[config.mk]
export PLATFORM = sky130hd
export DESIGN_NAME = fpsa_pwr
export DESIGN_NICKNAME = d
export VERILOG_FILES = /design/src/rtl/fpsa_pkg.sv /design/src/rtl/fpsa_pwr.sv
export SDC_FILE = /design/constraint.sdc
export NUM_CORES = 2
export LEC_CHECK = 0
export BUFFER_PORTS_ARGS = -buffer_cell sky130_fd_sc_hd__buf_2
export CAP_MARGIN = 10
export CELL_PAD_IN_SITES_DETAIL_PLACEMENT = 1
export CELL_PAD_IN_SITES_GLOBAL_PLACEMENT = 1
export CORE_MARGIN = 2
export CORE_UTILIZATION = 45
export CTS_BUF_LIST = sky130_fd_sc_hd__clkbuf_4 sky130_fd_sc_hd__clkbuf_8 sky130_fd_sc_hd__clkbuf_16
export DETAILED_ROUTE_END_ITERATION = 7
export PLACE_DENSITY_LB_ADDON = 0.1
export SLEW_MARGIN = 20
export SYNTH_ARGS = -nofsm -noshare
export SYNTH_HDL_FRONTEND = slang
export SYNTH_SLANG_ARGS = --single-unit
[constraint.sdc]
create_clock -name clk_i -period 9.05 [get_ports clk_i]
set_input_delay 0.4525 -clock clk_i [delete_from_list [all_inputs] [get_ports clk_i]]
set_output_delay 0.4525 -clock clk_i [all_outputs]
set_load 0.1 [all_outputs]
[src/rtl/fpsa_pkg.sv]
`timescale 1ns / 1ps
package fpsa_pkg;

  localparam int unsigned FFT_SIZE = 1024;
  localparam int unsigned LOG_N    = $clog2(FFT_SIZE);
  localparam int unsigned IDX_W    = 10;
  localparam int unsigned SMP_W    = 16;
  localparam int unsigned XF_W     = 29;
  localparam int unsigned TW_W     = 16;
  localparam int unsigned ACC_W    = 64;
  localparam int unsigned SQ_W     = 2 * XF_W;
  localparam int unsigned TW_OCT   = FFT_SIZE / 8;
  localparam int unsigned OCT_W    = $clog2(TW_OCT + 1);
  localparam longint unsigned TWO_PI_Q30 = 64'd6746518852;

  localparam logic [1:0] FMT_OFFSET = 2'd0;
  localparam logic [1:0] FMT_SIGNED = 2'd1;
  localparam logic [1:0] FMT_REAL   = 2'd2;

  localparam logic [1:0] CMD_PUSH     = 2'd0;
  localparam logic [1:0] CMD_READ     = 2'd1;
  localparam logic [1:0] CMD_READ_CLR = 2'd2;

  typedef struct packed {
    logic signed [XF_W-1:0] re;
    logic signed [XF_W-1:0] im;
  } cplx_t;

  typedef struct packed {
    logic             sat;
    logic [ACC_W-1:0] acc;
  } acc_entry_t;

  typedef struct packed {
    logic             we;
    logic [IDX_W-1:0] waddr;
    cplx_t            wdata;
    logic             re;
    logic [IDX_W-1:0] raddr_a;
    logic [IDX_W-1:0] raddr_b;
  } xram_req_t;

  typedef struct packed {
    logic             we;
    logic [IDX_W-1:0] waddr;
    acc_entry_t       wdata;
    logic             re;
    logic [IDX_W-1:0] raddr;
  } acc_req_t;

  typedef struct packed {
    logic mul_en;
    logic add_en;
  } bfly_ctrl_t;

  typedef struct packed {
    logic sq_en;
    logic pw_en;
  } pwr_ctrl_t;

  typedef logic [2*TW_W-1:0] tw_rom_t [0:TW_OCT];

  function automatic logic [IDX_W-1:0] bitrev(input logic [IDX_W-1:0] v);
    logic [IDX_W-1:0] r;
    for (int b = 0; b < IDX_W; b++) begin
      r[b] = v[IDX_W-1-b];
    end
    return r;
  endfunction

  // Rounded division by the Taylor series denominators.
  function automatic longint unsigned div_rnd(input longint unsigned t, input int unsigned sel);
    longint unsigned r;
    case (sel)
      0: r = (t + 1) / 2;
      1: r = (t + 6) / 12;
      2: r = (t + 15) / 30;
      3: r = (t + 28) / 56;
      4: r = (t + 45) / 90;
      5: r = (t + 3) / 6;
      6: r = (t + 10) / 20;
      7: r = (t + 21) / 42;
      8: r = (t + 36) / 72;
      default: r = (t + 55) / 110;
    endcase
    return r;
  endfunction

  function automatic longint taylor_q30(input longint unsigned x, input bit odd);
    longint unsigned x2;
    longint unsigned term;
    longint          sum;
    x2   = (x * x + (64'd1 << 29)) >> 30;
    term = odd ? x : (64'd1 << 30);
    sum  = longint'(term);
    for (int unsigned n = 1; n <= 5; n++) begin
      term = (term * x2 + (64'd1 << 29)) >> 30;
      term = div_rnd(term, odd ? n + 4 : n - 1);
      if (n % 2 == 1) sum = sum - longint'(term);
      else sum = sum + longint'(term);
    end
    return sum;
  endfunction

  function automatic logic signed [TW_W-1:0] to_q15(input longint v);
    longint r;
    r = (v + 16384) >>> 15;
    if (r > 32767) r = 32767;
    return TW_W'(r);
  endfunction

  function automatic tw_rom_t build_tw_rom();
    tw_rom_t         rom;
    longint unsigned x;
    for (int unsigned k = 0; k <= TW_OCT; k++) begin
      x = (longint'(k) * TWO_PI_Q30 + FFT_SIZE / 2) / FFT_SIZE;
      rom[k] = {to_q15(taylor_q30(x, 1'b0)), to_q15(taylor_q30(x, 1'b1))};
    end
    return rom;
  endfunction

  localparam tw_rom_t TW_ROM = build_tw_rom();

  // Twiddle W^k = c - j*s from the first-octant table by symmetry.
  function automatic logic [2*TW_W-1:0] tw_lookup(input logic [LOG_N-2:0] k);
    logic [IDX_W-1:0]       kk;
    logic [OCT_W-1:0]       idx;
    logic [2*TW_W-1:0]      e;
    logic signed [TW_W-1:0] ec;
    logic signed [TW_W-1:0] es;
    logic signed [TW_W-1:0] c;
    logic signed [TW_W-1:0] s;
    kk = {1'b0, k};
    if (kk <= IDX_W'(TW_OCT)) idx = OCT_W'(kk);
    else if (kk <= IDX_W'(2 * TW_OCT)) idx = OCT_W'(IDX_W'(2 * TW_OCT) - kk);
    else if (kk <= IDX_W'(3 * TW_OCT)) idx = OCT_W'(kk - IDX_W'(2 * TW_OCT));
    else idx = OCT_W'(IDX_W'(4 * TW_OCT) - kk);
    e  = TW_ROM[idx];
    ec = e[2*TW_W-1:TW_W];
    es = e[TW_W-1:0];
    if (kk <= IDX_W'(TW_OCT)) begin
      c = ec; s = es;
    end else if (kk <= IDX_W'(2 * TW_OCT)) begin
      c = es; s = ec;
    end else if (kk <= IDX_W'(3 * TW_OCT)) begin
      c = -es; s = ec;
    end else begin
      c = -ec; s = es;
    end
    return {c, s};
  endfunction

endpackage

[src/rtl/fpsa_pwr.sv]
`timescale 1ns / 1ps
module fpsa_pwr (
  input  logic                 clk_i,
  input  fpsa_pkg::pwr_ctrl_t  ctrl_i,
  input  fpsa_pkg::cplx_t      x_i,
  input  fpsa_pkg::acc_entry_t acc_i,
  output fpsa_pkg::acc_entry_t acc_o
);
  import fpsa_pkg::*;

  logic signed [SQ_W-1:0] sq_r_q;
  logic signed [SQ_W-1:0] sq_i_q;
  logic [SQ_W-1:0]        pw_q;
  logic [ACC_W:0]         sum;

  always_ff @(posedge clk_i) begin
    if (ctrl_i.sq_en) begin
      sq_r_q <= x_i.re * x_i.re;
      sq_i_q <= x_i.im * x_i.im;
    end
    if (ctrl_i.pw_en) begin
      pw_q <= SQ_W'($unsigned(sq_r_q) + $unsigned(sq_i_q));
    end
  end

  // A carry out of the accumulator pins it at full scale and marks it.
  always_comb begin
    sum = {1'b0, acc_i.acc} + (ACC_W + 1)'(pw_q);
    if (sum[ACC_W]) begin
      acc_o.sat = 1'b1;
      acc_o.acc = '1;
    end else begin
      acc_o.sat = acc_i.sat;
      acc_o.acc = sum[ACC_W-1:0];
    end
  end

endmodule

# --- Word level (Yosys, flattened, before mapping) ---
# Index checks and enable logic that the tools add are counted.
classes:
  n_addsub: 2
  n_mul: 2
  muxes: 1
ops:
  columns: ["op", "count"]
  rows:
  - ["29-bit by 29-bit multiplier with 58-bit output", 2]
  - ["64-bit by 58-bit adder with 65-bit output", 1]
  - ["65-bit 2-to-1 mux", 1]
  - ["58-bit adder", 1]
totals:
  ff_bits: 174
  input_bits: 126
  output_inout_bits: 65
  elab_cells: 8

# --- Logic depth before layout (Yosys ltp) ---
depth:
  depth_word: 2
  ltp_mapped: 31
  mapped_depth_nobuf: 29

# --- Worst setup path after synthesis ---
# Ideal clock, no wire load.
synth_path:
  path_type: "input -> register"
  start: "in x_i[2] (netlist bit)"
  end: "reg sq_i_q[53] (data pin)"
  setup_time_ns: 0.262
  t_arrival_ns: 8.080
  t_required_ns: 8.788
  slack_ns: 0.708
  cell_stages: 29
  n_path_buf: 2
  cell_sequence: "clkbuf_1 -> clkbuf_1 -> and2_1 -> fa_1 -> inv_1 -> fa_1 -> inv_1 -> fa_1 -> fa_1 -> inv_1 -> fa_1 -> inv_1 -> fa_1 -> fa_1 -> inv_1 -> fa_1 -> inv_1 -> ha_1 -> a21oi_1 -> nor2_1 -> nor2_1 -> o21bai_1 -> a21o_1 -> a21o_1 -> a2111oi_1 -> o21bai_1 -> a21oi_1 -> o21bai_1 -> xor2_1"
synth_via:
  elab_chain_len: 1
synth_lines:
  columns: ["item", "line", "text"]
  rows:
  - ["start, declared", "fpsa_pwr.sv:5", "input fpsa_pkg::cplx_t x_i,"]
  - ["29-bit by 29-bit multiplier with 58-bit output", "fpsa_pwr.sv:19", "sq_i_q <= x_i.im * x_i.im;"]
  - ["end signal, assigned", "fpsa_pwr.sv:19", null]
  - ["end, declared", "fpsa_pwr.sv:12", "logic signed [SQ_W-1:0] sq_i_q;"]
# Every way passes these cells.
# A chain may end at the register's enable or synchronous reset.

# --- Worst setup path after layout ---
layout_path:
  start: "in x_i[43] (netlist bit)"
  end: "reg sq_r_q[50] (data pin)"
layout_via:
  elab_chain_len: 1
layout_lines:
  columns: ["item", "line", "text"]
  rows:
  - ["29-bit by 29-bit multiplier with 58-bit output", "fpsa_pwr.sv:18", "sq_r_q <= x_i.re * x_i.re;"]
  - ["end signal, assigned", "fpsa_pwr.sv:18", null]
  - ["end, declared", "fpsa_pwr.sv:11", "logic signed [SQ_W-1:0] sq_r_q;"]
# Every way passes these cells.

==> results.txt <==
run status: complete, no violations
Critical-path top delay cell: fa_1
GRT Residual Overflow: 0
Residual DRC: 0
final net count: 9124
Hold Fails Final Rpt: 0
Vias: 45.7k
delay-heaviest family, CP: adder cells
fillers: 16.5k
commonest non-fill, non-tap cells in the layout: inv_1, fa_1, nand2_1
die area: 0.149 sq mm
Clock Sinks: 172
ys async rst share: 0
syn_nets: 9009
number of max-cap violations: 0
initial antenna violation count: 18
number of synthesized register bits: 172
setup bufs post-CTS: 0
Worst-Skew Late Latency: 0.47 ns
Clock Path Buffers: 2
height of the die: 386 microns
cell area after layout: 0.0699 sq mm
CORE AREA: 0.145 sq mm
Setup crit end kind: flip-flop
sequential area share after synthesis: 0.0785
RSZ-0062 raised after global routing: no
clock-pin transition on the worst setup and hold timing paths: 0.07 ns
CTS Buf Count: 17
wire per inst: 21.5 microns
routability cong.: 0.930
pin count of the biggest net entering global routing: 62
count of input and output buffers: 190
setup TNS: 0 ns
Post-Synthesis Cell Area: 0.0658 sq mm
H-tree depth: 4
Post-Route WL: 189000 microns
Initial Utilization: 0.453
DRT iter0 DRCs: 2483
Slew Viols, Final: 0
Root Buffer: clkbuf_16
Main synth FF type: edfxtp_1
crit path time final: 8.51 ns
Setup CP Type: input pin to flip-flop
Final setup viols: 0
Worst Path Arrival: 8.73 ns
area delta synth->final: 6.19%
first-pass GRT wire length: 302000 microns
synth unique cells: 86
CTS tree: yes
Hold Crit Class: flip-flop to flip-flop
Rel. slew slack: 0.353
Syn Area/Cell: 9.76 sq um
fin crit share: 0.940
die extent in x: 386 microns
Setup crit start kind: input pin
Post-synth EDFFs: 172
row count: 140
commonest non-fill, non-tap cell in the layout: inv_1
hpwl dp: 166000 microns
CP required: 9.27 ns
Most Frequent Cell on Critical Path: fa_1
Max Fanout on Critical Path: 14
TritonRoute pass-1 iters: 5
remaining antenna violation count: 0
Vias per Instance: 5.20
clock skew: 0.00870 ns
Post-CTS Hold Fix Bufs: 0
Yosys Warn Count: 0
max incr delay on CP: 0.58 ns
dpl cell area: 0.0693 sq mm
WL met2: 96900 microns
critical path buffer and inverter count: 7
highest signal layer in the routed design: met5
met3 wire length: 8600 microns
maximum clock frequency: 0.118 GHz
share of cells above drive strength 1: 0.0562
# resized after CTS: 0
Mapped Cells: 6746
Tot GR Track Use: 0.264
Least-Margin Pin Slew: 0.970 ns
number of global-route vias before repair: 53.1k
# IOs: 191
M1 wire length: 79900 microns
-- cell type report --
class,count,area (sq um),share of cell area
Multi-Input combinational cell,4494,52800,0.755
Antenna cell,6,15.0,0.000215
Tap cell,1917,2400,0.0343
Clock inverter,15,188,0.00269
Timing Repair Buffer,313,1910,0.0274
Clock buffer,17,425,0.00609
Inverter,1863,6990,0.100
Sequential cell,172,5160,0.0739
-- path summary, 6_finish.rpt --
| path | start | endpoint | slack (ns) | cells past startpoint |
|---|---|---|---|---|
| setup / recovery | x_i[43] | sq_r_q[50] | 0.54 | 28 |
| hold / removal | sq_i_q[2] | pw_q[2] | 0.54 | 1 |
| setup reg to reg | sq_i_q[16] | pw_q[43] | 5.17 | 12 |
| hold reg to reg | sq_i_q[2] | pw_q[2] | 0.54 | 1 |
-- synthesized netlist by cell type, drive strengths merged, types with 123 or more instances --
cell | instances | area [sq um]
edfxtp | 172 | 5160
clkbuf | 197 | 741
a21oi | 213 | 1080
inv | 1859 | 6980
a21o | 123 | 923
fa | 1672 | 33500
nor2 | 194 | 728
o21ai | 125 | 644
ha | 465 | 5820
xnor2 | 172 | 1510
and2 | 331 | 2070
nand2 | 619 | 2330
-- through the flow --
step / setup slack [ns] / hold slack, ns / instances / utilization
3_5_place_dp: 0.125 / 0.531 / 8759 / 0.476
5_1_grt: 0.184 / 0.575 / 8791 / 0.481
6_report: 0.542 / 0.543 / 8797 / 0.481
2_1_floorplan: 0.708 / 0.513 / 6746 / -
3_3_place_gp: 0.198 / 0.520 / 8759 / 0.476
4_1_cts: 0.622 / 0.555 / 8791 / 0.481
-- routing by layer --
layer | vias up | global-route usage
met5 | - | 0
met4 | 2 | 0.0529
met3 | 201 | 0.0253
met2 | 895 | 0.469
met1 | 24400 | 0.353
li1 | 20200 | -
-- logic make-up (layout without fill, tap and decap cells) --
logic type      count (synthesis)  count (layout)  synth area share
compound gates                658             658            0.0653
xor+xnor                      254             254            0.0338
fa+ha+maj                    2137            2137             0.597
buf+inv                      2080            2208             0.119
flops                         172             172            0.0785
mux                             4               4          0.000627
other cells                     0               6                 0
simple gates                 1441            1441             0.106
-- state kept, by name, indices dropped and copies added, names as in the netlist --
name / count
pw_q: 58
sq_i_q: 57
sq_r_q: 57
Power is not shown: default switching activity piles up to over one toggle a cycle in this logic, so the estimate is an artifact.
